===== config.mk =====
export PLATFORM = sky130hd
export DESIGN_NAME = crc16_packet_receiver
export DESIGN_NICKNAME = d
export VERILOG_FILES = /design/src/design/crc16pr_pkg.sv /design/src/design/crc16pr_regs.sv /design/src/design/crc16pr_parser.sv /design/src/design/crc16_packet_receiver.sv
export VERILOG_INCLUDE_DIRS = /design/src /design/src/design
export SDC_FILE = /design/constraint.sdc
export NUM_CORES = 1
export LEC_CHECK = 0
export ABC_CLOCK_PERIOD_IN_PS = 5550
export BUFFER_PORTS_ARGS = -buffer_cell sky130_fd_sc_hd__buf_2
export CAP_MARGIN = 20
export CORE_ASPECT_RATIO = 0.9
export CORE_MARGIN = 1.5
export CORE_UTILIZATION = 35
export DETAILED_ROUTE_END_ITERATION = 10
export SKIP_CTS_REPAIR_TIMING = 1
export SYNTH_ARGS = -nofsm -noshare
export SYNTH_HDL_FRONTEND = slang
export SYNTH_SLANG_ARGS = --single-unit

===== constraint.sdc =====
create_clock -name clk -period 5.55 [get_ports clk]
set_input_delay 0.8325 -clock clk [delete_from_list [all_inputs] [get_ports clk]]
set_output_delay 0.8325 -clock clk [all_outputs]
set_load 0.01 [all_outputs]

===== src/design/assert_macros.svh =====
// assertion helpers used by the top-level rtl file
`ifndef ASSERT_MACROS_SVH
`define ASSERT_MACROS_SVH

// checked on every clock edge outside reset
`define CRC16PR_ASSERT(lbl, prop, msg) \
  lbl: assert property (@(posedge clk) disable iff (!rst_n) (prop)) else $error(msg);

// checked on every clock edge, reset included
`define CRC16PR_ASSERT_ALWAYS(lbl, prop, msg) \
  lbl: assert property (@(posedge clk) (prop)) else $error(msg);

`endif


===== src/design/crc16pr_pkg.sv =====
// ----------------------------------------------------------------------------
// crc16pr_pkg
// Types and constants shared by the framed packet receiver.
// ----------------------------------------------------------------------------
`default_nettype none

package crc16pr_pkg;

  // register reset values
  localparam logic [7:0]  START_BYTE_RST = 8'hA1;
  localparam logic [7:0]  MAX_LENGTH_RST = 8'd200;
  localparam logic [15:0] CRC_INIT       = 16'hFFFF;

  // register indexes, taken from byte address bit 2
  localparam logic REG_START_BYTE = 1'b0;
  localparam logic REG_MAX_LENGTH = 1'b1;

  // parser phase
  typedef enum logic [2:0] {
    PH_HUNT    = 3'd0,
    PH_TYPE    = 3'd1,
    PH_LENGTH  = 3'd2,
    PH_CRC_LO  = 3'd3,
    PH_CRC_HI  = 3'd4,
    PH_PAYLOAD = 3'd5
  } phase_t;

  // configuration seen by the parser
  typedef struct packed {
    logic [7:0] start_byte;
    logic [7:0] max_length;
  } cfg_t;

  // one result item
  typedef struct packed {
    logic       data_valid;
    logic [7:0] data_byte;
    logic [7:0] data_index;
    logic       frame_end;
    logic       crc_ok;
    logic [7:0] frame_type;
    logic [7:0] frame_length;
    logic       length_error;
  } res_t;

endpackage

`default_nettype wire


===== src/design/crc16pr_regs.sv =====
// ----------------------------------------------------------------------------
// crc16pr_regs
// APB-style configuration registers: start byte and maximum payload length.
// ----------------------------------------------------------------------------
`default_nettype none

module crc16pr_regs
  import crc16pr_pkg::*;
(
  input  wire logic        clk,
  input  wire logic        rst_n,
  input  wire logic        psel,
  input  wire logic        penable,
  input  wire logic        pwrite,
  input  wire logic [2:0]  paddr,
  input  wire logic [31:0] pwdata,
  output logic      [31:0] prdata,
  output logic             pready,
  output cfg_t             cfg
);

  logic [7:0] start_byte_r;
  logic [7:0] max_length_r;
  logic       wr_en;

  assign pready = 1'b1;
  assign wr_en  = psel && penable && pwrite && pready;

  // register writes
  always_ff @(posedge clk) begin
    if (!rst_n) begin
      start_byte_r <= START_BYTE_RST;
      max_length_r <= MAX_LENGTH_RST;
    end else if (wr_en) begin
      case (paddr[2])
        REG_START_BYTE: start_byte_r <= pwdata[7:0];
        REG_MAX_LENGTH: max_length_r <= pwdata[7:0];
        default: ;
      endcase
    end
  end

  // read back
  always_comb begin
    case (paddr[2])
      REG_START_BYTE: prdata = {24'd0, start_byte_r};
      REG_MAX_LENGTH: prdata = {24'd0, max_length_r};
      default:        prdata = 32'd0;
    endcase
  end

  assign cfg.start_byte = start_byte_r;
  assign cfg.max_length = max_length_r;

endmodule

`default_nettype wire


===== src/design/crc16pr_parser.sv =====
// ----------------------------------------------------------------------------
// crc16pr_parser
// Frame state, running CRC-16 (reflected, poly 0x8408) and per-byte result.
// ----------------------------------------------------------------------------
`default_nettype none

module crc16pr_parser
  import crc16pr_pkg::*;
(
  input  wire logic       clk,
  input  wire logic       rst_n,
  input  wire logic       step_en,
  input  wire logic [7:0] rx_byte,
  input  wire cfg_t       cfg,
  output res_t            res
);

  phase_t      phase_r, phase_nxt;
  logic [7:0]  held_type_r, held_type_nxt;
  logic [7:0]  held_length_r, held_length_nxt;
  logic [15:0] received_crc_r, received_crc_nxt;
  logic [15:0] running_crc_r, running_crc_nxt;
  logic [7:0]  byte_count_r, byte_count_nxt;

  // one byte of the reflected crc, table-free form
  function automatic logic [15:0] crc_step(input logic [7:0] b, input logic [15:0] crc);
    logic [7:0]  x;
    logic [15:0] xw;
    x  = b ^ crc[7:0];
    x  = x ^ {x[3:0], 4'd0};
    xw = {8'd0, x};
    return {x, crc[15:8]} ^ (xw >> 4) ^ (xw << 3);
  endfunction

  logic [15:0] crc_seed;
  logic [15:0] crc_upd;
  logic [15:0] rx_crc_full;
  logic [8:0]  count_inc;

  // the type byte restarts the crc
  assign crc_seed    = (phase_r == PH_TYPE) ? CRC_INIT : running_crc_r;
  assign crc_upd     = crc_step(rx_byte, crc_seed);
  assign rx_crc_full = {rx_byte, received_crc_r[7:0]};
  assign count_inc   = {1'b0, byte_count_r} + 9'd1;

  // next state and result
  always_comb begin
    phase_nxt        = phase_r;
    held_type_nxt    = held_type_r;
    held_length_nxt  = held_length_r;
    received_crc_nxt = received_crc_r;
    running_crc_nxt  = running_crc_r;
    byte_count_nxt   = byte_count_r;
    res              = '0;

    case (phase_r)
      PH_TYPE: begin
        held_type_nxt   = rx_byte;
        running_crc_nxt = crc_upd;
        phase_nxt       = PH_LENGTH;
      end
      PH_LENGTH: begin
        if (rx_byte > cfg.max_length) begin
          res.length_error = 1'b1;
          phase_nxt        = PH_HUNT;
        end else begin
          held_length_nxt = rx_byte;
          running_crc_nxt = crc_upd;
          phase_nxt       = PH_CRC_LO;
        end
      end
      PH_CRC_LO: begin
        received_crc_nxt = {8'd0, rx_byte};
        phase_nxt        = PH_CRC_HI;
      end
      PH_CRC_HI: begin
        received_crc_nxt = rx_crc_full;
        if (held_length_r == 8'd0) begin
          res.frame_end = 1'b1;
          res.crc_ok    = (running_crc_r == rx_crc_full);
          phase_nxt     = PH_HUNT;
        end else begin
          byte_count_nxt = 8'd0;
          phase_nxt      = PH_PAYLOAD;
        end
      end
      PH_PAYLOAD: begin
        res.data_valid  = 1'b1;
        res.data_byte   = rx_byte;
        res.data_index  = byte_count_r;
        running_crc_nxt = crc_upd;
        if (count_inc >= {1'b0, held_length_r}) begin
          res.frame_end = 1'b1;
          res.crc_ok    = (crc_upd == received_crc_r);
          phase_nxt     = PH_HUNT;
        end else begin
          byte_count_nxt = count_inc[7:0];
        end
      end
      default: begin
        // hunting, and any unused phase code
        phase_nxt = (rx_byte == cfg.start_byte) ? PH_TYPE : PH_HUNT;
      end
    endcase

    res.frame_type   = held_type_nxt;
    res.frame_length = held_length_nxt;
  end

  // state update on each accepted byte
  always_ff @(posedge clk) begin
    if (!rst_n) begin
      phase_r        <= PH_HUNT;
      held_type_r    <= 8'd0;
      held_length_r  <= 8'd0;
      received_crc_r <= 16'd0;
      running_crc_r  <= CRC_INIT;
      byte_count_r   <= 8'd0;
    end else if (step_en) begin
      phase_r        <= phase_nxt;
      held_type_r    <= held_type_nxt;
      held_length_r  <= held_length_nxt;
      received_crc_r <= received_crc_nxt;
      running_crc_r  <= running_crc_nxt;
      byte_count_r   <= byte_count_nxt;
    end
  end

endmodule

`default_nettype wire


===== src/design/crc16_packet_receiver.sv =====
// ----------------------------------------------------------------------------
// crc16_packet_receiver
// Framed packet receiver with CRC-16 check, one byte in and one result out.
// ----------------------------------------------------------------------------
// Usage:
//   in_*  : one received byte per transfer (tdata = rx_byte).
//   out_* : one result per input byte; tlast = frame_end, tuser = data_valid,
//           tdata carries payload byte, index, crc status, type, length and
//           the length error flag.
//   cfg_* : APB-style port, start_byte at 0x0, max_length at 0x4; write only
//           while the stream is idle.
// The result of an input transfer is registered and shows on out_* in the cycle after it.
// Throughput is one byte per cycle: the frame state and the byte-wide CRC
// update sit between the state registers and the output register, and a new
// byte is taken whenever the output register is empty or being drained.
// When the receiver stalls, the result is held and in_tready drops until it
// is taken. Reset empties the output register, returns the parser to hunting
// for the start byte and restores the register defaults.
// ----------------------------------------------------------------------------
`default_nettype none

module crc16_packet_receiver
  import crc16pr_pkg::*;
(
  input  wire logic        clk,
  input  wire logic        rst_n,
  // input stream
  input  wire logic        in_tvalid,
  output logic             in_tready,
  input  wire logic [7:0]  in_tdata,    // [7:0] rx_byte
  // result stream
  output logic             out_tvalid,
  input  wire logic        out_tready,
  output logic [39:0]      out_tdata,   // [7:0] data_byte, [15:8] data_index,
                                        // [16] crc_ok, [24:17] frame_type,
                                        // [32:25] frame_length, [33] length_error
  output logic             out_tlast,   // frame_end
  output logic             out_tuser,   // [0] data_valid
  // configuration
  input  wire logic        cfg_psel,
  input  wire logic        cfg_penable,
  input  wire logic        cfg_pwrite,
  input  wire logic [2:0]  cfg_paddr,
  input  wire logic [31:0] cfg_pwdata,
  output logic      [31:0] cfg_prdata,
  output logic             cfg_pready
);

`include "assert_macros.svh"

  cfg_t cfg;
  res_t res;
  res_t res_r;
  logic out_valid_r;
  logic in_xfer;

  // configuration registers
  crc16pr_regs u_regs (
    .clk     (clk),
    .rst_n   (rst_n),
    .psel    (cfg_psel),
    .penable (cfg_penable),
    .pwrite  (cfg_pwrite),
    .paddr   (cfg_paddr),
    .pwdata  (cfg_pwdata),
    .prdata  (cfg_prdata),
    .pready  (cfg_pready),
    .cfg     (cfg)
  );

  // input handshake
  assign in_tready = !out_valid_r || out_tready;
  assign in_xfer   = in_tvalid && in_tready;

  // parser
  crc16pr_parser u_parser (
    .clk     (clk),
    .rst_n   (rst_n),
    .step_en (in_xfer),
    .rx_byte (in_tdata),
    .cfg     (cfg),
    .res     (res)
  );

  // output register control
  always_ff @(posedge clk) begin
    if (!rst_n) begin
      out_valid_r <= 1'b0;
    end else if (in_xfer) begin
      out_valid_r <= 1'b1;
    end else if (out_tready) begin
      out_valid_r <= 1'b0;
    end
  end

  // output payload
  always_ff @(posedge clk) begin
    if (in_xfer) begin
      res_r <= res;
    end
  end

  assign out_tvalid = out_valid_r;
  assign out_tlast  = res_r.frame_end;
  assign out_tuser  = res_r.data_valid;
  assign out_tdata  = {6'd0, res_r.length_error, res_r.frame_length, res_r.frame_type,
                       res_r.crc_ok, res_r.data_index, res_r.data_byte};

  // checks
  `CRC16PR_ASSERT(a_index_in_frame, out_valid_r && res_r.data_valid |-> res_r.data_index < res_r.frame_length, "payload index beyond frame length")
  `CRC16PR_ASSERT(a_len_err_alone, out_valid_r && res_r.length_error |-> !res_r.frame_end && !res_r.data_valid, "length error with payload or frame end")
  `CRC16PR_ASSERT(a_crc_ok_at_end, out_valid_r && res_r.crc_ok |-> res_r.frame_end, "crc_ok without frame end")
  `CRC16PR_ASSERT_ALWAYS(a_reset_empty, !rst_n |=> !out_valid_r, "output valid after reset")

endmodule

`default_nettype wire

==> results.md, run 1 <==
- Hold Violations, Final: 0
- Io pins: ~130
- Area contributors post-synth: dfxtp_1, edfxtp_1, xnor2_1, nand2_1, buf_4
- Initial antenna violation count: 0
- DP HPWL: between 10000 and 15000 µm
- Worst Hold Class: reg -> reg
- Status: complete, no violations
- Sequential area share after synthesis: about 40%
- Post-synthesis cell area: 6520 µm²
- Post-Syn Instances: between 700 and 800
- Row cnt: 47
- Placer Congestion: 0.838
- Cell family with most CP delay: compound AO/OA/AOI/OAI gates
- Max-slew violations: 0
- Die Width: between 100 and 150 µm
- Switching Share: just under 30%
- Met3 global-route usage: 3.34%
- Seq pwr share: between 40 and 50%
- CP max-delay cell: o31a_1
- P_int: roughly 0.0013 W
- Worst path required time: around 5.7 ns
- Layout area overhead: 10.2%
- Worst EP arrival: roughly 3.7 ns
- Layout cells sized above 1: between 10% and 20%
- Routed len/inst: around 15 µm
- CP bufs+invs: 2
- Grt met2 use: 24.7%
- Largest area contributor in the netlist: dfxtp_1
- CP Capture Type: flop
- 1st-iter DRT viols: about 280
- Total track usage: between 15 and 20%
- FILL cells: 1893
- Combinational fraction of design power: roughly 17%
- Total CTS buffers: 9
- CTS tree: yes
- Total grt overflow: 0
- GR peak layer: met2
- IO Port Bufs: 69
- Leakage power: 2.83 nW
- Detailed-route vias per instance: 5.00
- N_diodes: 0
- Syn Area/Cell: 9.08 µm²
- Post-route ant nets: 0
- Nets: 822
- CP Launch Type: input port
- Total wire length: about 15000 µm
- Vias in the first global route: approximately 4600
- Final min period: between 3 and 4 ns
- Number of synthesized flops with an enable pin: 36
- Post-layout power: 0.00187 W
- CP Cell Sequence: buf_2 -> inv_1 -> ha_1 -> nor2b_1 -> o21a_1 -> o21ai_0 -> a211oi_1 -> o31a_1 -> o311ai_0
- CTS H-tree lvls: 3
- Post-synth top area share: between 20% and 30%
- Core outline area: 18300 µm²
- Final setup viols: 0
- Clk buf depth: 2
- Async S/R FF share, synth: 0%
- Clock root cell: clkbuf_16
- DR DRC count: 0
- Dominant synthesized flop cell: dfxtp_1
- Starting Density: 35.5%
- Final Skew: ~0.012 ns
- F_max: 282 MHz
- Met1 GRT Util: between 20% and 30%
- Slew margin rel.: a little over a third
- Global-route wire length before repair: around 25000 µm
- #FFs+latches synth: approximately 110
- Pin count of the biggest net entering global routing: 78
- Tcrit/Tclk final: 63.9%
- Worst-Skew Late Latency: 0.36 ns
- Max Cap Viol: 0
- Clk pwr share: between 30% and 40%
- Maximum vdd ir drop: between 0.00015 and 0.0002 V
- Worst Tran Pin Value: 0.952 ns
- DIE HEIGHT: about 130 µm
- Sw power: about 0.00054 W
- Yosys cell types: between 60 and 70
- Setup CP Type: in -> reg
- Ys Warns: 0
- CP max FO: 29
- Largest stage delay on the critical path: between 0.8 and 0.9 ns
- PD cells: 260 nW/µm²
- Clock-pin slew of the registers on the worst-case setup and hold paths: about 0.080 ns
- Total number of vias: ~5000
- Setup TNS: 0 ns
- RSZ-0062 raised after global routing: false
- Die area: between 15000 and 20000 µm²
- # clock sinks: about 110
- Pre-antenna DRT Iters: 5
-- logic make-up (layout without fill, tap and decap cells) --
group | after synthesis | in the layout | share of synthesized area (%)
buffers and inverters | 103 | 116 | 8.06
adders and majority gates | 17 | 17 | 3.26
other | 2 | 31 | 0.115
AOI/OAI and AO/OA | 122 | 122 | 12.9
muxes | 27 | 27 | 4.43
xor gates and xnor gates | 80 | 80 | 11.6
DFF | 112 | 112 | 39.9
and+or+nand+nor | 255 | 255 | 19.7
-- path summary, 6_finish.rpt --
| check | endpoint | depth (start not counted) | slack, ns | from |
|---|---|---|---|---|
| max | u_parser.running_crc_r[0] | 9 | 2.00 | in_tdata[0] |
| min | u_regs.max_length_r[4] | 2 | 0.49 | u_regs.max_length_r[4] |
| max reg2reg | out_tdata[16] | 6 | 2.08 | u_parser.phase_r[2] |
| min reg2reg | u_regs.max_length_r[4] | 2 | 0.49 | u_regs.max_length_r[4] |
-- layer usage --
| layer | wire, µm | share of wire (%) | up-vias |
|---|---|---|---|
| li1 | - | - | 2514 |
| met1 | 7620 | 50 | 2353 |
| met2 | 6780 | 44 | 144 |
| met3 | 849 | 5.5 | 10 |
| met4 | 104 | 0.68 | 0 |
| met5 | 0 | 0 | - |
-- cell usage in the layout (no fill, tap or decap), types with 9 or more instances in the layout --
master / netlist / final
nand2_1: 70 / 70
nor3b_1: 10 / 9
mux2i_1: 12 / 12
o311ai_0: 13 / 13
nor2_1: 57 / 57
buf_2: 3 / 69
xor2_1: 17 / 17
nand3_1: 26 / 26
mux2_2: 15 / 15
a22oi_1: 9 / 9
and3_1: 15 / 15
inv_1: 23 / 23
a21boi_0: 22 / 22
nand4_1: 9 / 9
edfxtp_1: 36 / 36
o21ai_0: 32 / 32
conb_1: 2 / 31
xnor2_1: 59 / 59
nor2b_1: 21 / 21
clkbuf_16: 0 / 9
a21oi_1: 18 / 18
ha_1: 17 / 17
dfxtp_1: 76 / 76
-- final cells by class --
type	instances	area, µm²	area share, %
clock buffers	10	229	3.19
flip-flops and latches	112	2600	36.2
well taps	245	307	4.27
clock inverters	6	53.8	0.749
inverters	24	90.1	1.25
repair buffers	76	398	5.54
multi-input cells	532	3510	48.8
-- metrics by stage --
stage / setup WS (ns) / instances / instance area, µm² / util [%] / hold WS, ns
2_1_floorplan: 2.46 / 747 / 6630 / - / 0.453
3_3_place_gp: 1.72 / 989 / 6900 / 37.6 / 0.473
3_5_place_dp: 1.64 / 989 / 6900 / 37.6 / 0.480
4_1_cts: 2.02 / 1005 / 7190 / 39.2 / 0.491
5_1_grt: 1.68 / 1005 / 7190 / 39.2 / 0.504
6_report: 2.00 / 1005 / 7190 / 39.2 / 0.487
-- synth_stat cells, types with 3 or more instances --
cell type and count:
dfxtp_1 76, nand2_1 70, xnor2_1 59, nor2_1 57, clkbuf_1 38, edfxtp_1 36
buf_4 32, o21ai_0 32, nand3_1 26, inv_1 23, a21boi_0 22, nor2b_1 21
a21oi_1 18, ha_1 17, xor2_1 17, and3_1 15, mux2_2 15, o311ai_0 13
mux2i_1 12, nor3b_1 10, a22oi_1 9, nand4_1 9, or3_1 7, and2_1 6
nor3_1 6, nor4_1 6, nand2b_1 5, o211ai_1 5, buf_1 4, o31ai_1 4
buf_2 3, nand3b_1 3, or2_2 3, xnor3_1 3
-- state kept, by name (all words and copies together) (netlist names), 8 cells and up --
signal                   count
out_tdata                   34
u_parser.received_crc_r     16
u_parser.running_crc_r      16
u_parser.byte_count_r        8
u_parser.held_length_r       8
u_parser.held_type_r         8
u_regs.max_length_r          8
u_regs.start_byte_r          8
-- power by group through the flow --
| stage | logic, W | registers, W | clock network (W) |
|---|---|---|---|
| after CTS | 0.000321 | 0.000910 | 0.000646 |
| after global placement | 0.000318 | 0.000929 | 0 |
| after floorplan | 0.000254 | 0.000926 | 0 |
| after global routing | 0.000356 | 0.000915 | 0.000682 |
| final | 0.000320 | 0.000910 | 0.000636 |
| after detailed placement | 0.000319 | 0.000929 | 0 |
-- worst reg2reg max path, delay by kind of cell (launching register included) --
| family | cells | cell delay [ns] |
|---|---|---|
| compound gates | 2 | 1.13 |
| simple gates | 3 | 1.02 |
| flops | 1 | 0.58 |
| xor+xnor | 1 | 0.52 |
Note: power is estimated with default switching activity, not from simulation.
==> run 2: changes to the inputs <==
ABC_AREA = 1   (was default)
ABC_CLOCK_PERIOD_IN_PS = 3400   (was 5550)
clock period = 3.4 ns   (was 5.55 ns; I/O delays follow)
==> results.md, run 2 <==
- Status: complete, no violations
- Worst Tran Pin Value: 1.06 ns (+0.108 ns)
- Slew margin rel.: 29.4% (-7.2 points)
- Clock root cell: clkbuf_16
- Starting Density: 35.6% (+0.099 points)
- Worst EP arrival: 3.06 ns (-0.67 ns)
- Die area: 18700 µm² (-3.7%)
- Maximum vdd ir drop: 0.000192 V (+13%)
- Tcrit/Tclk final: approximately 84%
- Final Skew: 0.00969 ns (-0.00267 ns)
- Switching Share: 30.1% (+1.1 points)
- Max FFs per register: 34 (unchanged)
- Clk pwr share: 33.4% (-0.7 points)
- Area contributors post-synth: dfxtp_1, edfxtp_1, nand2_1, inv_1, o21ai_0
- Hold depth: 3 (+1)
- Final min period: between 2 and 3 ns
- Yosys cell types: 38 (-38%)
- Seq pwr share: 46.6% (-2.2 points)
- Worst reg-to-reg setup slack: 0.53 ns (-1.55 ns)
- Total wire length: 15900 µm (+3.8%)
- DIE HEIGHT: 130 µm (-1.8%)
- FF+latch area: 2600 µm² (unchanged)
- Hold Violations, Final: 0 (unchanged)
- Main combinational cell family by area after synthesis: simple AND/OR/NAND/NOR gates
- Worst r2r dst: u_parser.byte_count_r[2]
- CP Cell Sequence: inv_1 -> nor3_2 -> nand3_1 -> nor2_1 -> nand2_1 -> xor2_1 -> inv_1 -> ha_1 -> nand2_1 -> nor3_1 -> nand2_1 -> nand2_1 -> nor2_1 -> nand2_1 -> nand2_1 -> nand3_2 -> a21oi_1 -> nor3b_1
- P_int: 0.00227 W (+71%)
- 1st-iter DRT viols: 490 (+73%)
- Final setup viols: 0 (unchanged)
- Detailed-route vias per instance: 4.73 (-5.4%)
- IO Port Bufs: 69 (unchanged)
- Die Width: 144 µm (-1.9%)
- Row cnt: 46 (-2.1%)
- CP Capture Type: flop
- Max-slew violations: 0 (unchanged)
- Sink of the worst hold path: u_regs.start_byte_r[5]
- Most frequent cells in the layout: nand2_1, inv_1, nor2_1
- Io pins: 127 (unchanged)
- Post-Synth Adder-Cell Area: 3.39% (+0.13 points)
- Most common cell in the netlist: nand2_1
- CTS H-tree lvls: 3 (unchanged)
- Post-layout power: 0.00324 W (+74%)
- DP HPWL: 11400 µm (+10%)
- RSZ-0062 raised after global routing: false
- Setup CP Type: reg -> reg
- Sequential area share after synthesis: 41.5% (+1.6 points)
- Synth Area in Compound Gates: 12.9% (+0.024 points)
- Synthesized-area fraction occupied by and/or/nand/nor cells: 25.3% (+5.6 points)
- Post-Syn Instances: 869 (+21%)
- DR DRC count: 0 (unchanged)
- Synth Area in XOR/XNOR: 3.33% (-8.3 points)
- Pin count of the biggest net entering global routing: 55 (-29%)
- Largest stage delay on the critical path: 0.37 ns (-0.49 ns)
- Beginning of the worst hold path: cfg_pwdata[5]
- Worst-Skew Late Latency: 0.36 ns (about the same)
- CP max-delay cell: dfxtp_1
- Inst Count DP: 1154 (+17%)
- Total CTS buffers: 9 (unchanged)
- Combinational fraction of design power: 20.0% (+2.8 points)
- Global-route wire length before repair: 25200 µm (+0.72%)
- Initial antenna violation count: 0 (unchanged)
- Ys Warns: 0 (unchanged)
- PD cells: 461 nW/µm² (+78%)
- Sw power: 0.000977 W (+80%)
- Core outline area: 17600 µm² (-4.0%)
- Dominant synthesized flop cell: dfxtp_1
- Syn Area/Cell: 7.22 µm² (-20%)
- CP max FO: 16 (-45%)
- Vias in the first global route: 4794 (+3.2%)
- Proportion of synthesized area in mux cells: 0% (-4.4 points)
- N_diodes: 0 (unchanged)
- Clock-pin slew of the registers on the worst-case setup and hold paths: 0.07 ns (about the same)
- Number of synthesized flops with an enable pin: 36 (unchanged)
- Placer Congestion: 0.847 (+1.1%)
- Clk buf depth: 2 (unchanged)
- Max Cap Viol: 0 (unchanged)
- Largest area contributor in the netlist: dfxtp_1
- CP Launch Type: flop
- # clock sinks: 112 (unchanged)
- Final std cells w/o fill: 1170 (+16%)
- Total grt overflow: 0 (unchanged)
- #FFs+latches synth: 112 (unchanged)
- Setup TNS: 0 ns (unchanged)
- Multi-input gate area: 2940 µm² (-16%)
- CTS tree: yes
- Worst hold slack: 0.376 ns (-0.111 ns)
- Total number of vias: 5531 (+10%)
- Worst Hold Class: in -> reg
- Nets: 992 (+21%)
- Async S/R FF share, synth: 0% (unchanged)
- Pre-antenna DRT Iters: 5 (unchanged)
- Cells on worst reg2reg path: 18 (+12)
- Layout cells sized above 1: 12.2% (-3.0 points)
- F_max: roughly 350 MHz
- Worst path required time: 3.60 ns (-2.13 ns)
- FILL cells: 1884 (-0.48%)
- Post-route ant nets: 0 (unchanged)
- Post-synth top cells: nand2_1, inv_1, nor2_1
- Layout area overhead: 12.1%
- Leakage power: 3.45 nW (+22%)
- Post-synthesis cell area: 6280 µm² (-3.7%)
- Post-synth top area share: 24.2% (+0.91 points)
- Routed len/inst: 13.6 µm (-11%)
- Launch point of the worst reg-to-reg path: u_parser.byte_count_r[0]
- Most common cell after layout, fill and taps aside: nand2_1
- Most used cell, CP: nand2_1
- Total track usage: 17.5% (+1.5 points)
-- run 2: logic make-up after synthesis --
| family | Yosys count |
|---|---|
| xor gates and xnor gates | 23 |
| adders and majority gates | 17 |
| and+or+nand+nor | 377 |
| buffers and inverters | 189 |
| other | 2 |
| AOI/OAI and AO/OA | 149 |
| DFF | 112 |
-- run 2: how the worst max path moves through the flow --
stage	start	end	slack [ns]
2_1_floorplan	out_tready	out_tdata[0]	0.76
3_3_place_gp	u_parser.byte_count_r[0]	u_parser.byte_count_r[4]	0.48
3_5_place_dp	u_parser.byte_count_r[0]	u_parser.byte_count_r[2]	0.42
4_1_cts	u_parser.byte_count_r[0]	u_parser.byte_count_r[2]	0.39
5_1_grt	u_parser.byte_count_r[0]	u_parser.byte_count_r[2]	0.12
6_report	u_parser.byte_count_r[0]	u_parser.byte_count_r[2]	0.53
-- run 2: cell type report --
class | count | share of cell area, %
multi-input cells | 597 | 41.8
flip-flops and latches | 112 | 37.0
inverters | 130 | 6.94
repair buffers | 75 | 5.73
well taps | 240 | 4.27
clock buffers | 11 | 3.45
clock inverters | 5 | 0.800
-- run 2: through the flow --
step / setup WS [ns] / util (%) / cell area [µm²]
finish: 0.531 / 39.9 / 7030
CTS: 0.392 / 39.9 / 7030
detailed placement: 0.421 / 38.2 / 6730
global placement: 0.483 / 38.2 / 6730
global route: 0.123 / 39.9 / 7030
floorplan: 0.759 / - / 6390
-- run 2: critical path: cells and delay by family, from the launching register on --
kind / cells / cell delay (ns)
adders and majority gates: 1 / 0.29
AOI/OAI and AO/OA: 1 / 0.23
DFF: 1 / 0.37
buffers and inverters: 2 / 0.18
and+or+nand+nor: 13 / 1.46
xor gates and xnor gates: 1 / 0.19
-- run 2: per-layer routing --
metal	up-vias	GRT usage (%)	wire length, µm
met4	0	7.31	367
li1	2840	-	-
met1	2493	24.1	7580
met2	173	27.4	7020
met3	25	2.79	966
met5	-	0	0
-- run 2: power by group through the flow --
| stage | clock network, W | registers [W] | logic [W] |
|---|---|---|---|
| after floorplan | 0 | 0.00155 | 0.000466 |
| after global placement | 0 | 0.00154 | 0.000635 |
| after detailed placement | 0 | 0.00154 | 0.000638 |
| after CTS | 0.00111 | 0.00151 | 0.000642 |
| after global routing | 0.00116 | 0.00152 | 0.000734 |
| final | 0.00108 | 0.00151 | 0.000648 |
==> run 3: changes to the inputs <==
ABC_CLOCK_PERIOD_IN_PS = 2550   (was 3400)
clock period = 2.55 ns   (was 3.4 ns; I/O delays follow)
==> results.md, run 3 (synthesized netlist as in run 2, its figures left out) <==
- FILL cells: 1847 (-2.0%)
- Fin area: 7490 µm² (+6.4%)
- F_max: 391 MHz (+12%)
- Tcrit/Tclk final: 100% (+16 points)
- Worst EP arrival: 2.78 ns (-0.28 ns)
- Leakage power: 3.67 nW (+6.2%)
- 1st-iter DRT viols: 377 (-23%)
- PD cells: 586 nW/µm² (+27%)
- Post-Place Cell Area: 6970 µm² (+3.5%)
- Multi-input gate area: 3110 µm² (+5.8%)
- CP Capture Type: flop
- Violated checks: negative setup slack
- CP Launch Type: flop
- Setup CP Type: reg -> reg
- CP Cell Sequence: inv_2 -> nor3_4 -> nand3_2 -> nor2_2 -> nand2_1 -> xor2_1 -> inv_1 -> ha_4 -> nand2_2 -> nor3_2 -> nand2_1 -> nand2_1 -> nor2_2 -> nand2_2 -> nand2_4 -> nand3_4 -> nand2_1 -> nor3b_2
- Nets: 1029 (+3.7%)
- Detailed-route vias per instance: 4.71 (-0.40%)
- Pre-antenna DRT Iters: 5 (unchanged)
- Starting Density: 35.6% (unchanged)
- Clk buf depth: 2 (unchanged)
- RSZ-0062 raised after global routing: true
- Pin count of the biggest net entering global routing: 50 (-9.1%)
- N_diodes: 0 (unchanged)
- Core outline area: 17600 µm² (unchanged)
- Total track usage: 18.0% (+0.45 points)
- Io pins: 127 (unchanged)
- DIE HEIGHT: 130 µm (unchanged)
- Fin util: 42.5% (+2.6 points)
- DP HPWL: 11800 µm (+3.1%)
- Worst path required time: 2.77 ns (-0.83 ns)
- Vias in the first global route: 4866 (+1.5%)
- Layout area overhead: 19.3%
- Max-slew violations: 0 (unchanged)
- Placer Congestion: 0.882 (+4.1%)
- Final setup viols: 2 (+2)
- Row cnt: 46 (unchanged)
- Most used cell, CP: nand2_1
- Setup WS post-layout: -0.00764 ns (-0.538 ns)
- Worst Hold Class: in -> reg
- CP max FO: 8 (-8)
- Worst-Skew Late Latency: 0.36 ns (about the same)
- Slew margin rel.: 60.8% (+31 points)
- Final min period: 2.56 ns (-0.312 ns)
- Worst Tran Pin Value: 0.588 ns (-0.472 ns)
- Final Skew: 0.0134 ns (+0.00369 ns)
- Most frequent cells in the layout: nand2_1, inv_1, nor2_1
- Total number of vias: 5683 (+2.7%)
- Layout cells sized above 1: 19.3% (+7.2 points)
- Total CTS buffers: 9 (unchanged)
- Max FFs per register: 34 (unchanged)
- Total wire length: 16500 µm (+3.8%)
- # clock sinks: 112 (unchanged)
- DR DRC count: 0 (unchanged)
- Die Width: 144 µm (unchanged)
- FF+latch area: 2610 µm² (+0.14%)
- Initial antenna violation count: 0 (unchanged)
- Pre-CTS WS: -0.217 ns (-0.638 ns)
- Largest stage delay on the critical path: 0.34 ns (-0.03 ns)
- Maximum vdd ir drop: 0.000283 V (+48%)
- Routed len/inst: 13.7 µm (+0.63%)
- Status: finished, violations left
- CTS tree: yes
- Post-route ant nets: 0 (unchanged)
- Total grt overflow: 0 (unchanged)
- Die area: 18700 µm² (unchanged)
- Global-route wire length before repair: 25800 µm (+2.4%)
- Clock-pin slew of the registers on the worst-case setup and hold paths: 0.07 ns (about the same)
- CP max-delay cell: dfxtp_2
- Clock root cell: clkbuf_16
- Setup TNS: -0.0113 ns (-0.0113 ns)
- CTS H-tree lvls: 3 (unchanged)
- Hold Violations, Final: 0 (unchanged)
- Most common cell after layout, fill and taps aside: nand2_1
- IO Port Bufs: 69 (unchanged)
- Max Cap Viol: 0 (unchanged)
## run 3: changes by cell type in the layout (fill, tap and decap cells not counted), moves of 4 or more
cell / previous run / this run
o21ai_0: 70 / 64
nand2_2: 12 / 18
nor2_1: 88 / 84
inv_1: 122 / 116
o21ai_2: 0 / 4
inv_2: 4 / 9
nand2_1: 202 / 195
buf_4: 5 / 39
## run 3: layout make-up
class	count	area share [%]
clock inverters	6	0.786
well taps	240	4.01
clock buffers	10	3.06
multi-input cells	598	41.6
repair buffers	111	9.21
inverters	130	6.55
flip-flops and latches	112	34.8
## run 3: report_power, final
part | internal, W | switching [W]
registers | 0.00196 | 0.0000605
logic | 0.000329 | 0.000623
clock network | 0.000760 | 0.000656
## run 3: worst paths after layout
check	cells past startpoint	startpoint	slack [ns]	to
setup / recovery	18	u_parser.byte_count_r[2]	-0.008	u_parser.byte_count_r[1]
hold / removal	3	cfg_pwdata[5]	0.25	u_regs.start_byte_r[5]
setup reg to reg	18	u_parser.byte_count_r[2]	-0.008	u_parser.byte_count_r[1]
hold reg to reg	2	u_regs.max_length_r[5]	0.49	u_regs.max_length_r[5]
## run 3: metal layers
metal	track usage [%]	vias up	wire length, µm
met1	25.7	2596	8190
met4	7.31	0	341
met3	3.05	20	843
li1	-	2929	-
met2	26.9	138	7160
met5	0	-	0
## run 3: per-stage QoR
stage	power, W	instances	hold WS, ns
final	0.00439	1207	0.246
after global routing	0.00463	1207	0.245
after CTS	0.00437	1200	0.238
after detailed placement	0.00295	1184	0.478
after global placement	0.00294	1184	0.473
after floorplan	0.00269	898	0.448
## run 3: worst max-delay path: cells and delay by family, from the launching register on
family                   cells  cell delay, ns
AND/OR/NAND/NOR             14            1.44
adder cells (fa/ha/maj)      1            0.27
XOR/XNOR                     1            0.20
flip-flops                   1            0.34
buffers and inverters        2            0.15
